**config.mk**
```make
export PLATFORM = sky130hd
export DESIGN_NAME = frsc_walk
export DESIGN_NICKNAME = d
export VERILOG_FILES = /design/src/hdl/frsc_pkg.sv /design/src/hdl/frsc_walk.sv
export SDC_FILE = /design/constraint.sdc
export NUM_CORES = 1
export LEC_CHECK = 0
export ABC_AREA = 1
export CAP_MARGIN = 5
export CORE_AREA = 2 2 168 203
export DETAILED_ROUTE_END_ITERATION = 8
export DIE_AREA = 0 0 170 205
export DONT_BUFFER_PORTS = 1
export GPL_TIMING_DRIVEN = 0
export PLACE_DENSITY = 0.44
export SLEW_MARGIN = 20
export SYNTH_ARGS = -nofsm -noshare
export SYNTH_HDL_FRONTEND = slang
export SYNTH_SLANG_ARGS = --single-unit
```
**constraint.sdc**
```tcl
create_clock -name aclk -period 11.3 [get_ports aclk]
set_input_delay 1.695 -clock aclk [delete_from_list [all_inputs] [get_ports aclk]]
set_output_delay 1.695 -clock aclk [all_outputs]
set_load 0.01 [all_outputs]
```
**src/hdl/frsc_pkg.sv**
```systemverilog
// Shared types and codes for the frame region shift-copy block.
`default_nettype none

package frsc_pkg;

    // Parameter defaults
    localparam int DEF_MAX_WIDTH    = 128;
    localparam int DEF_MAX_HEIGHT   = 128;
    localparam int DEF_MAX_CHANNELS = 4;
    localparam int DEF_SAMPLE_BITS  = 8;

    // Item kinds
    localparam logic [1:0] KIND_WRITE = 2'd0;
    localparam logic [1:0] KIND_READ  = 2'd1;
    localparam logic [1:0] KIND_MOVE  = 2'd2;

    // Configuration register indexes
    localparam logic [1:0] CFG_IMAGE_WIDTH   = 2'd0;
    localparam logic [1:0] CFG_IMAGE_HEIGHT  = 2'd1;
    localparam logic [1:0] CFG_CHANNEL_COUNT = 2'd2;

    // Move command as held for the scan unit, with the image geometry in use
    typedef struct packed {
        logic [7:0]        sel_left;
        logic [7:0]        sel_right;
        logic [7:0]        sel_top;
        logic [7:0]        sel_bottom;
        logic signed [7:0] shift_x;
        logic signed [7:0] shift_y;
        logic [7:0]        img_w;
        logic [7:0]        img_h;
        logic [2:0]        chans;
    } move_cmd_t;

    // Scan unit memory strobes and completion
    typedef struct packed {
        logic rd_en;
        logic wr_en;
        logic done;
    } scan_ctl_t;

endpackage

`default_nettype wire

```
**src/hdl/frsc_walk.sv**
```systemverilog
// Move scan unit: clips the destination and walks it, one read and one write per sample.
`default_nettype none

module frsc_walk #(
    parameter int MAX_WIDTH    = frsc_pkg::DEF_MAX_WIDTH,
    parameter int MAX_HEIGHT   = frsc_pkg::DEF_MAX_HEIGHT,
    parameter int MAX_CHANNELS = frsc_pkg::DEF_MAX_CHANNELS,
    localparam int XW = (MAX_WIDTH > 1) ? $clog2(MAX_WIDTH) : 1,
    localparam int YW = (MAX_HEIGHT > 1) ? $clog2(MAX_HEIGHT) : 1,
    localparam int CW = (MAX_CHANNELS > 1) ? $clog2(MAX_CHANNELS) : 1,
    localparam int AW = XW + YW + CW
) (
    input  wire logic                aclk,
    input  wire logic                aresetn,
    input  wire logic                start,
    input  wire frsc_pkg::move_cmd_t cmd,
    output frsc_pkg::scan_ctl_t      ctl,
    output logic [AW-1:0]            rd_addr,
    output logic [AW-1:0]            wr_addr
);

    import frsc_pkg::*;

    typedef enum logic [3:0] {
        W_IDLE  = 4'b0001,
        W_SETUP = 4'b0010,
        W_RUN   = 4'b0100,
        W_DRAIN = 4'b1000
    } walk_state_t;

    walk_state_t state_reg, state_next;

    logic [7:0] x_reg, x_next, y_reg, y_next;
    logic [7:0] x_lim_reg, x_lim_next, y_lim_reg, y_lim_next;
    logic [7:0] y_start_reg, y_start_next;
    logic       x_dec_reg, x_dec_next, y_dec_reg, y_dec_next;
    logic [1:0] s_reg, s_next;
    logic       wr_en_reg;
    logic [AW-1:0] wr_addr_reg;

    logic              rd_en, done;
    logic signed [9:0] sx, sy, w10, h10;
    logic signed [9:0] dl, dr, dt, db;
    logic              empty;
    logic [7:0]        x_src, y_src;
    logic [AW-1:0]     dst_addr;

    // destination window: shifted selection, clipped to the image and to
    // positions whose source is inside the image
    always_comb begin
        sx  = $signed({{2{cmd.shift_x[7]}}, cmd.shift_x});
        sy  = $signed({{2{cmd.shift_y[7]}}, cmd.shift_y});
        w10 = $signed({2'b00, cmd.img_w});
        h10 = $signed({2'b00, cmd.img_h});

        dl = $signed({2'b00, cmd.sel_left}) + sx;
        if (dl < 10'sd0) dl = 10'sd0;
        if (dl < sx)     dl = sx;
        dr = $signed({2'b00, cmd.sel_right}) + sx;
        if (dr > w10)      dr = w10;
        if (dr > w10 + sx) dr = w10 + sx;

        dt = $signed({2'b00, cmd.sel_top}) + sy;
        if (dt < 10'sd0) dt = 10'sd0;
        if (dt < sy)     dt = sy;
        db = $signed({2'b00, cmd.sel_bottom}) + sy;
        if (db > h10)      db = h10;
        if (db > h10 + sy) db = h10 + sy;

        empty = (dl >= dr) || (dt >= db) || ((sx == 10'sd0) && (sy == 10'sd0));
    end

    // source sits at destination minus shift; in range by the clipping above
    assign x_src    = x_reg - $unsigned(cmd.shift_x);
    assign y_src    = y_reg - $unsigned(cmd.shift_y);
    assign dst_addr = {CW'(s_reg), YW'(y_reg), XW'(x_reg)};
    assign rd_addr  = {CW'(s_reg), YW'(y_src), XW'(x_src)};
    assign wr_addr  = wr_addr_reg;

    assign ctl.rd_en = rd_en;
    assign ctl.wr_en = wr_en_reg;
    assign ctl.done  = done;

    always_comb begin
        state_next   = state_reg;
        x_next       = x_reg;
        y_next       = y_reg;
        s_next       = s_reg;
        x_lim_next   = x_lim_reg;
        y_lim_next   = y_lim_reg;
        y_start_next = y_start_reg;
        x_dec_next   = x_dec_reg;
        y_dec_next   = y_dec_reg;
        rd_en        = 1'b0;
        done         = 1'b0;

        unique case (state_reg)
            W_IDLE: begin
                if (start) begin
                    state_next = W_SETUP;
                end
            end
            W_SETUP: begin
                if (empty) begin
                    done       = 1'b1;
                    state_next = W_IDLE;
                end else begin
                    // scan each axis against its shift
                    x_dec_next   = (sx > 10'sd0);
                    y_dec_next   = (sy > 10'sd0);
                    x_next       = (sx > 10'sd0) ? 8'(dr - 10'sd1) : 8'(dl);
                    x_lim_next   = (sx > 10'sd0) ? 8'(dl) : 8'(dr - 10'sd1);
                    y_start_next = (sy > 10'sd0) ? 8'(db - 10'sd1) : 8'(dt);
                    y_next       = (sy > 10'sd0) ? 8'(db - 10'sd1) : 8'(dt);
                    y_lim_next   = (sy > 10'sd0) ? 8'(dt) : 8'(db - 10'sd1);
                    s_next       = 2'd0;
                    state_next   = W_RUN;
                end
            end
            W_RUN: begin
                rd_en = 1'b1;
                if ({1'b0, s_reg} == cmd.chans - 3'd1) begin
                    s_next = 2'd0;
                    if (y_reg == y_lim_reg) begin
                        y_next = y_start_reg;
                        if (x_reg == x_lim_reg) begin
                            state_next = W_DRAIN;
                        end else begin
                            x_next = x_dec_reg ? x_reg - 8'd1 : x_reg + 8'd1;
                        end
                    end else begin
                        y_next = y_dec_reg ? y_reg - 8'd1 : y_reg + 8'd1;
                    end
                end else begin
                    s_next = s_reg + 2'd1;
                end
            end
            W_DRAIN: begin
                // last write goes out this cycle
                done       = 1'b1;
                state_next = W_IDLE;
            end
            default: begin
                state_next = W_IDLE;
            end
        endcase
    end

    always_ff @(posedge aclk) begin
        if (!aresetn) begin
            state_reg <= W_IDLE;
            wr_en_reg <= 1'b0;
        end else begin
            state_reg <= state_next;
            wr_en_reg <= rd_en;
        end
    end

    always_ff @(posedge aclk) begin
        x_reg       <= x_next;
        y_reg       <= y_next;
        s_reg       <= s_next;
        x_lim_reg   <= x_lim_next;
        y_lim_reg   <= y_lim_next;
        y_start_reg <= y_start_next;
        x_dec_reg   <= x_dec_next;
        y_dec_reg   <= y_dec_next;
        wr_addr_reg <= dst_addr;
    end

`ifndef NO_ASSERTIONS
    // the scan order never reads the entry being written in the same cycle
    a_no_rw_collision: assert property (@(posedge aclk) disable iff (!aresetn)
        (rd_en && wr_en_reg) |-> (rd_addr != wr_addr_reg))
        else $error("move read collides with pending write");

    // every read is followed by its write-back
    a_read_then_write: assert property (@(posedge aclk) disable iff (!aresetn)
        rd_en |=> wr_en_reg)
        else $error("move read without write-back");

    // completion is a single-cycle pulse
    a_done_pulse: assert property (@(posedge aclk) disable iff (!aresetn)
        done |=> !done)
        else $error("move done held for more than one cycle");
`endif

endmodule

`default_nettype wire

```
# Word-level counts from Yosys, hierarchy flattened
# Index checks and enable logic that the tools add are counted.
[word_totals]
regBits = 65
inputBits = 70
out_inout_bits = 35
wordCells = 99
[classes]
addsub = 16
magnitude_cmp = 12
eq_ne = 13
n_mux = 35
bitwise_logic = 1
n_reduce_logical = 11
[op_table]
columns = ["operator", "count"]
rows = [
  ["$mux W8", 13],
  ["$mux W10", 8],
  ["$add A9 B8 Y10", 6],
  ["$pmux W8 S2", 2],
  ["$ge A10 B10 Y1", 2],
  ["$gt A10 B10 Y1", 2],
  ["$gt A10 B9 Y1", 2],
  ["$logic_not A10 Y1", 2],
  ["$lt A10 B1 Y1 const B", 2],
  ["$lt A10 B8 Y1", 2],
  ["$add A8 B1 Y8 const B", 2],
  ["$eq A8 B8 Y1", 2],
  ["$gt A8 B1 Y1 const B", 2],
  ["$mux W4", 4],
  ["$sub A8 B1 Y8 const B", 2],
  ["$sub A8 B2 Y8 const B", 2],
  ["$sub A7 B7 Y7", 2],
  ["$ne A2 B2 Y1 const B", 6],
  ["$pmux W4 S3", 1],
  ["$reduce_and A5 Y1", 1],
  ["$eq A4 B1 Y1 const B", 1],
  ["$eq A4 B2 Y1 const B", 1],
  ["$eq A4 B3 Y1 const B", 1],
  ["$eq A4 B4 Y1 const B", 1],
  ["15 further kinds", 19],
]

# Depth between registers and ports, before layout
[depth]
word_depth = 10
ltp_mapped = 46
mapped_depth_nobuf = 44

# Worst setup path after synthesis
# OpenSTA, ideal clock, no wires.
[synth_path]
path_type = "input-to-output"
startpoint = "input cmd[19] in the netlist's numbering"
endpoint = "output ctl[0] in the netlist's numbering"
arrival_time_ns = 6.922
required_ns = 9.605
path_slack_ns = 2.683
stages = 45
path_buffers = 3
path_cell_list = "ha_1 > inv_1 > fa_1 > o21ai_2 > a21oi_1 > o21ai_0 > xor2_1 > inv_1 > ha_1 > nand2_1 > inv_1 > nand3_1 > nand3b_1 > nand2_1 > nand2_4 > nand2_4 > buf_6 > nand2_1 > [... 9 more ...] > nand2_1 > o21ai_4 > ha_1 > a21oi_1 > o21ai_0 > a21oi_1 > inv_1 > nand3_1 > nand3_1 > nand2_1 > nand2_1 > nand2_1 > nand2_1 > nor2_2 > nand3_1 > nand2_1 > nand2_1 > buf_4"
[synth_between]
elab_chain_cells = 10
elab_cells_between_ends = 18
cone_classes = "3 x add/sub; 5 x order compare; 6 x mux; 4 x reduce/logical"
[synth_rtl]
columns = ["item", "line_no", "rtl"]
rows = [
  ["start: declaration", "frsc_walk.sv:16", "input wire frsc_pkg::move_cmd_t cmd,"],
  ["$add A9 B8 Y10 (on tied branches)", "frsc_walk.sv:63, frsc_walk.sv:66", ""],
  ["$lt A10 B1 Y1 or $gt A10 B9 Y1 (tied branches)", "frsc_walk.sv:64, frsc_walk.sv:67", ""],
  ["$mux W10 (on tied branches)", "frsc_walk.sv:64, frsc_walk.sv:67", ""],
  ["$lt A10 B8 Y1 or $gt A10 B10 Y1 (tied branches)", "frsc_walk.sv:65, frsc_walk.sv:68", ""],
  ["$mux W10 (on tied branches)", "frsc_walk.sv:65, frsc_walk.sv:68", ""],
  ["$ge A10 B10 Y1", "frsc_walk.sv:70", "empty = (dl >= dr) || (dt >= db) || ((sx == 10'sd0) && (sy == 10'sd0));"],
  ["$logic_or A1 B1 Y1", "frsc_walk.sv:70", ""],
  ["$logic_or A1 B1 Y1 (*)", "frsc_walk.sv:70", ""],
  ["$mux W1 (*)", "frsc_walk.sv:104", "if (empty) begin"],
  ["$pmux W1 S2 (*)", "frsc_walk.sv:97", "unique case (state_reg)"],
  ["end: declaration", "frsc_walk.sv:17", "output frsc_pkg::scan_ctl_t ctl,"],
]
# Every way passes the cells marked *; elsewhere a longest branch is shown, timed or not.

# Final worst setup path
# Same ends and word-level chain as after synthesis.

==> impl_metrics.toml <==
[cells_and_area]
area_growth_pct = 9.095
diodes = 0
final-seq-area_sq_mm = 0.001742
final_cell_mix = "267 x nand2_1, 160 x inv_1, 149 x ha_1"
final_layout_size_suffix_gt1_share_pct = 6.347
multiInputGateArea_sq_mm = 0.006247
final_common_cell = "nand2_1"
largest_reg_flops = 16
fin_nets = 1453
fillers = 3655

[grt]
antenna_found_initial = 0
grt_pass1_vias = 7533
gr-usage-all-layers_pct = 14.54
grt_max_degree = 27
grt.overflow.total = 0
grt_pass1_wl_mm = 39.56

[sta]
slew_violations = 0
fin_crit_sh_pct = 85.53
clock-skew-final_ns = 0.01016
fin_crit_ns = 9.665
setup_viol_count_final = 0
fmax_mhz = 103.5
fin_ws_ns = 1.635
hold_viol_final = 0
tightestPinTransition_ns = 0.9708
tns_ns = 0
rsz0062_at_grt = "false"
slew_headroom_pct = 34.88

[synth]
syn_area_sq_mm = 0.008750
ys_ff_latch = 65
yosysUniqueCellTypes = 48
ys_async_sr_fraction_pct = 0
synth_edf_count = 44
seq_area_frac_synth_pct = 19.91
synth_warnings = 0
postSynthNetCount = 1442
ys.flop_type = "edfxtp_1"
synth_cells = 1213
syn_avg_cell_area_sq_um = 7.213

[worst_setup_path]
startpoint_type = "input port"
cpMostUsedCell = "nand2_1"
max_stage_delay_ns = 0.41
cp.required_ns = 9.61
crit_fanout = 10
path_class = "in -> out"
crit_path_end_kind = "primary output"
worst_ep_arrival_time_ns = 7.97
slowest_stage = "fa_1"

[detailed_routing]
wirelength_mm = 24.60
num_vias = 7646
vias_per_cell = 4.659
drt_iter0_drc = 338
ant_nets = 0
drc = 0
drtPass1Iterations = 4
routedWlPerCell_um = 14.99

[run]
maxCapViolations = 0

[pwr]
irDropWorstVdd_v = 0.00006451
p_leak_nw = 4.663
power_density_mw_per_mm2 = 148.0

[clock_network]
cts-root-buf = "clkbuf_16"
ctsResizeCount = 0
insertion_delay_ns = 0.34
numCtsBuffers = 9
cts.path.max_buffers = 2
post_cts_buffers = 0
cts_hold_repair.buffers = 0
cts_sinks = 65
cts.htree.levels = 3
tritoncts = "done"
clk_pin_slew_ns = 0.06

[die]
core_sq_mm = 0.03288
ios = 105
initial_core_util_pct = 26.61
placementRows = 73
die_area_sq_mm = 0.03485
die_w_um = 170
die_y_um = 205

[placed_design]
pre_cts_ws_ns = 1.546
post-dp-hpwl_mm = 20.78
gp_congestion = 0.7894
portBuffers = 0

[min_path]
hp-class = "reg -> reg"

[run_status]
status = "complete, no violations"
==> final timing paths <==
check | from | endpoint | slack [ns] | depth (start not counted)
max | cmd[19] | ctl[0] | 1.64 | 44
min | x_reg[2] | wr_addr[2] | 0.49 | 0
max reg2reg | y_dec_reg | y_reg[7] | 8.90 | 13
min reg2reg | x_reg[2] | wr_addr[2] | 0.49 | 0
==> routing by layer <==
layer	track usage [%]	wire, um	share of wire (%)
met2	28.40	13040	53
met3	1.874	639	2.6
met1	16.86	10690	43
met4	2.656	223	0.91
met5	0	0	0
==> power by group <==
group / switching [mW] / internal, mW / total [mW]
registers: 0.0186 / 0.296 / 0.315
logic: 0.523 / 0.305 / 0.829
clock network: 0.100 / 0.168 / 0.269
total: 0.642 / 0.770 / 1.41
==> area by class of cell <==
class,instances,share of cell area (%)
clock buffers,11,2.438
multi-input cells,959,65.45
well taps,412,5.400
inverters,165,6.488
flip-flops and latches,65,18.25
plain buffers,24,1.481
clock inverters,5,0.4981
==> through the flow <==
stage               instances  area, sq um  hold WS (ns)  total power, mW  utilization [%]
CTS                      1641         9545        0.5009            1.434            29.03
detailed placement       1625         9265        0.4841            1.159            28.18
finish                   1641         9545        0.4941            1.412            29.03
floorplan                1213         8750        0.4097           0.9662                -
global placement         1625         9265        0.4832            1.150            28.18
global route             1641         9545        0.5193            1.570            29.03
==> kinds of logic after synthesis <==
family                     count (synthesis)  share of synthesized area [%]
buffers and inverters                    189                          8.694
AOI/OAI and AO/OA                        246                          15.83
adders and majority gates                159                          23.60
xor gates and xnor gates                  85                          8.766
and+or+nand+nor                          469                          23.21
DFF                                       65                          19.91
==> worst max-delay path, delay by kind of cell <==
kind            cells  cell delay [ns]
buf+inv             8             0.94
fa+ha+maj           5             1.48
simple gates       19             1.72
compound gates     10             1.71
xor+xnor            2             0.44
==> cell usage after synthesis, types with 6 or more instances <==
master    number  share of area [%]
dfxtp_1       21                4.8
nand3_1       53                3.0
nand4_1       13               0.93
nor3_1         7               0.40
nand2_2       14                1.0
a31oi_1        8               0.57
nor2_1        82                3.5
o21ai_0       82                4.7
a21oi_1       94                5.4
inv_1        161                6.9
nor4_1         7               0.50
o211ai_1       6               0.51
nand2_1      267                 11
fa_1          10                2.3
o21ai_1       17               0.97
xnor2_1       32                3.2
o21ai_2       13                1.3
clkbuf_1       9               0.39
ha_1         149                 21
xor2_1        50                5.0
edfxtp_1      44                 15
(Power assumes the default switching activity.)
